`config.mk`:
```
export PLATFORM = sky130hd
export DESIGN_NAME = kwms_cell
export DESIGN_NICKNAME = d
export VERILOG_FILES = /design/src/rtl/kwms_pkg.sv /design/src/rtl/kwms_cell.sv
export SDC_FILE = /design/constraint.sdc
export NUM_CORES = 1
export LEC_CHECK = 0
export ABC_AREA = 1
export BUFFER_PORTS_ARGS = -buffer_cell sky130_fd_sc_hd__buf_2
export CAP_MARGIN = 0
export CORE_AREA = 2 2 253 255
export DETAILED_ROUTE_END_ITERATION = 10
export DIE_AREA = 0 0 255 257
export GPL_ROUTABILITY_DRIVEN = 0
export PLACE_DENSITY = 0.64
export SLEW_MARGIN = 20
export SYNTH_ARGS = -nofsm -noshare
export SYNTH_HDL_FRONTEND = slang
export SYNTH_SLANG_ARGS = --single-unit
export TNS_END_PERCENT = 10
```
`constraint.sdc`:
```
create_clock -name clk -period 5.9 [get_ports clk]
set_input_delay 1.18 -clock clk [delete_from_list [all_inputs] [get_ports clk]]
set_output_delay 1.18 -clock clk [all_outputs]
set_load 0.01 [all_outputs]
```
`src/rtl/kwms_pkg.sv`:
```
package kwms_pkg;

	localparam int KEY_W = 64;
	localparam int TAG_W = 31;
	localparam int ACTIVE_W = 5;
	localparam int INDEX_W = 4;
	localparam int MASK_BITS = 16;
	localparam int MAX_STREAMS_DEF = 16;
	localparam logic [ACTIVE_W-1:0] ACTIVE_RESET = 5'd16;

	// Packed with the barcode on top, so an unsigned compare of the whole
	// vector is the lexicographic compare of (barcode, tag, UMI).
	typedef struct packed {
		logic [KEY_W-1:0] barcode;
		logic [TAG_W-1:0] tag;
		logic [KEY_W-1:0] umi;
	} key_t;

	localparam key_t KEY_ONES = '1;
	localparam key_t LAST_MIN_RESET = '{
		barcode: 64'hFFFF_FFFF_FFFF_FFFE,
		tag:     31'h7FFF_FFFE,
		umi:     64'hFFFF_FFFF_FFFF_FFFE
	};

	typedef struct packed {
		logic wr_en;
		logic scan_en;
	} cell_ctrl_t;

	typedef enum logic [1:0] {
		ST_IDLE,
		ST_SCAN,
		ST_MASK
	} state_t;

endpackage

```
`src/rtl/kwms_cell.sv`:
```
module kwms_cell (
	input  logic                clk,
	input  logic                arst_n,
	input  kwms_pkg::cell_ctrl_t ctrl,
	input  kwms_pkg::key_t      key_in,
	input  kwms_pkg::key_t      tok_in,
	input  kwms_pkg::key_t      final_key,
	output kwms_pkg::key_t      tok_out,
	output logic                differs,
	output logic                match
);
	import kwms_pkg::*;

	key_t entry_q;
	key_t tok_q;

	always_ff @(posedge clk or negedge arst_n) begin
		if (!arst_n) begin
			entry_q <= '0;
		end else if (ctrl.wr_en) begin
			entry_q <= key_in;
		end
	end

	// The running minimum arrives from the left neighbor; keep the smaller one.
	always_ff @(posedge clk) begin
		if (ctrl.scan_en) begin
			tok_q <= (entry_q < tok_in) ? entry_q : tok_in;
		end
	end

	assign tok_out = tok_q;
	assign differs = (entry_q != key_in);
	assign match   = (entry_q == final_key);

endmodule

```
==> metrics.csv <==
metric,value,unit
core_area,62700,um2
area.sequential,8750,um2
rows,92,
totalWireLength,90400,um
run_status,"finished, final reports clean",
fillers,6304,
layout.nets,3566,
finalSetupViolations,0,
edff_count_synth,159,
leading_cell_type_in_the_layout_fill_and_taps_excluded,sky130_fd_sc_hd__buf_2,
cp.required,4.72,ns
ant_nets,0,
critical_path_cell_by_cell,buf_2 -> xnor2_1 -> nand4_1 -> nor2_1 -> nand2_1 -> nor2_1 -> nand3_1 -> nor2_1 -> buf_2,
final_cell_mix,"638 x sky130_fd_sc_hd__buf_2, 567 x sky130_fd_sc_hd__nand2_1, 258 x sky130_fd_sc_hd__xnor2_1, 236 x sky130_fd_sc_hd__inv_1, 225 x sky130_fd_sc_hd__nand4_1",
groute.layer.met1.usage,34.2,%
finClkSkew,0.0300,ns
drt-initial-drc-count,1393,
fp.dieArea,65500,um2
die-width,255,um
grt_setup_unrepaired,false,
grt_first_pass_wirelength,127000,um
synthesis.yosys.warnings,0,
synth_cells,2316,
wire_per_inst,23.5,um
initial_antenna_violation_count,46,
clk_path_buf_depth,3,
i_o_pins,642,
worst-path-buf-inv,2,
period_needed,4.71,ns
cap_violations,0,
maxClockFrequency,0.212,GHz
largest_fanout_on_the_critical_path,1,
timing.critical_path.slowest_cell_delay,0.70,ns
synthesis.nets,2955,
final.setup.tns,0,ns
fin_hold_ws,0.624,ns
critPathLaunchType,input port,
post-cts-setup-buffers,0,
worst_path_most_repeated_cell,sky130_fd_sc_hd__nor2_1,
drive_above_1_share,29.1,%
clockRootBuffer,sky130_fd_sc_hd__clkbuf_16,
cts_tree,built,
vdd_ir_drop_max,0.000196,V
maxSlewViolCount,0,
layoutNonFillerInstCount,3839,
post-synth-top-area-cell,sky130_fd_sc_hd__edfxtp_1,
grt_remaining_overflow,0,
postCtsHoldBufs,0,
worst_slew_margin_rel,35.6,%
drt_drc_violations_left,0,
clock_transition_time_at_the_flip_flop_clock_pins_of_the_worst_setup_and_hold_paths,0.06,ns
worst_pin_slew,0.957,ns
netlist.area_leader.share,22.6,%
cts.sinks,318,
postSynth.asyncResetShare,50.0,%
place_inst,3730,
worst_path_dominant_cell_family,simple AND/OR/NAND/NOR gates,
min_period_over_period,79.8,%
groute.layer.met3.usage,5.71,%
synth_seq_area_share,41.5,%
mappedNetlistArea,21100,um2
worst_hold_path_type,input port to asynchronous set/reset pin,
via_per_inst,5.04,
clkLatencyLatePin,0.58,ns
post_synth.cell_area_avg,9.11,um2
post_synth_num_cell_types,36,
vias_in_the_first_global_route,18900,
global_route.usage.met2,44.6,%
count_of_endpoints_failing_hold_in_the_final_timing_report,0,
total_leakage_power,12.8,nW
synth-seq-cells,318,
dpl.hpwl,72100,um
die_height,257,um
global_route.peak_usage_layer,met2,
ctsHtreeMaxLevel,2,
grtUsageTotal,26.9,%
area.growth.synth_to_final,26.3,%
synthFlopType,sky130_fd_sc_hd__edfxtp_1,
tritoncts.num_buffers,41,
drt_first_pass_iters,7,
starting_density_of_the_core,33.6,%
multi_input_area,11000,um2
critical_path_arrival,3.53,ns
portBuffers,641,
power.density_cell_area,280,nW/um2
synth.area.top_cells,"sky130_fd_sc_hd__edfxtp_1 23%, sky130_fd_sc_hd__dfrtp_1 19%, sky130_fd_sc_hd__xnor2_1 11%, sky130_fd_sc_hd__nand2_1 10%, sky130_fd_sc_hd__ha_1 9.4%",
num_vias,19300,
crit_type,input port to primary output,
crit_path_end_kind,primary output,
postCtsResizedCells,0,
largest_net_degree_at_the_start_of_global_routing,105,
worst_path_max_delay_cell,sky130_fd_sc_hd__xnor2_1,
-- worst reg2reg max path, delay by kind of cell, from the launching register on --
kind          cells  cell delay, ns
flops             1            0.48
simple gates      9            2.17
buf+inv           1            0.39
fa+ha+maj         1            0.34
-- final timing paths --
check	to	startpoint	slack, ns	cells past startpoint
max	match	final_key[103]	1.19	9
min	entry_q[33]	arst_n	0.62	1
max reg2reg	tok_out[23]	entry_q[94]	2.27	11
min reg2reg	entry_q[124]	entry_q[124]	0.63	1
max in group asynchronous	entry_q[96]	arst_n	4.25	2
min in group clk	entry_q[124]	entry_q[124]	0.63	1
-- Yosys cell counts, drive strengths merged (5+ instances only) --
cell type	number
nor4	18
o22ai	7
inv	236
o21ai	55
dfrtp	159
buf	50
a22o	5
xor2	20
or2	8
clkbuf	39
xnor2	258
nand2	569
a21oi	66
a21o	7
edfxtp	159
nand3	33
mux2	127
ha	158
nor3	8
nor2	95
nand4	225
-- metrics by stage --
stage / total power [mW] / utilization [%] / instance area [um2] / setup WS [ns]
floorplan: 3.96 / - / 21100 / 2.58
global placement: 4.82 / 40.1 / 25100 / 1.14
detailed placement: 4.84 / 40.1 / 25100 / 1.18
CTS: 7.52 / 42.3 / 26500 / 1.18
global route: 7.82 / 42.4 / 26600 / 1.07
finish: 7.46 / 42.4 / 26600 / 1.19
-- cell type report --
class	count	area share, %
timing repair buffer	657	12.9
sequential	318	32.9
clock buffer	61	4.56
inverter	236	3.33
antenna	34	0.319
tap	846	3.97
multi-input combinational	1673	41.4
clock inverter	14	0.691
-- power breakdown --
| part | leakage, nW | total, mW | internal [mW] | switching, mW |
|---|---|---|---|---|
| clock network | 0.676 | 2.66 | 1.60 | 1.07 |
| logic | 8.67 | 1.90 | 0.787 | 1.11 |
| registers | 3.45 | 2.90 | 2.65 | 0.259 |
-- flip-flops by register name (all words and copies together) (netlist names) --
| name | cells |
|---|---|
| entry_q | 159 |
| tok_out | 159 |
-- per-layer routing --
layer	routed length (um)	share of wire, %	vias to the layer above
met1	37500	41	9185
li1	-	-	9121
met2	43000	48	843
met5	136	0.15	-
met4	3080	3.4	22
met3	6730	7.4	159
-- kinds of logic after synthesis --
logic type	share of synthesized area [%]
muxes	6.78
xor gates and xnor gates	11.5
AOI/OAI and AO/OA	3.94
adders and majority gates	9.37
DFF	41.5
buffers and inverters	6.43
and+or+nand+nor	20.4
(Power assumes the default switching activity.)
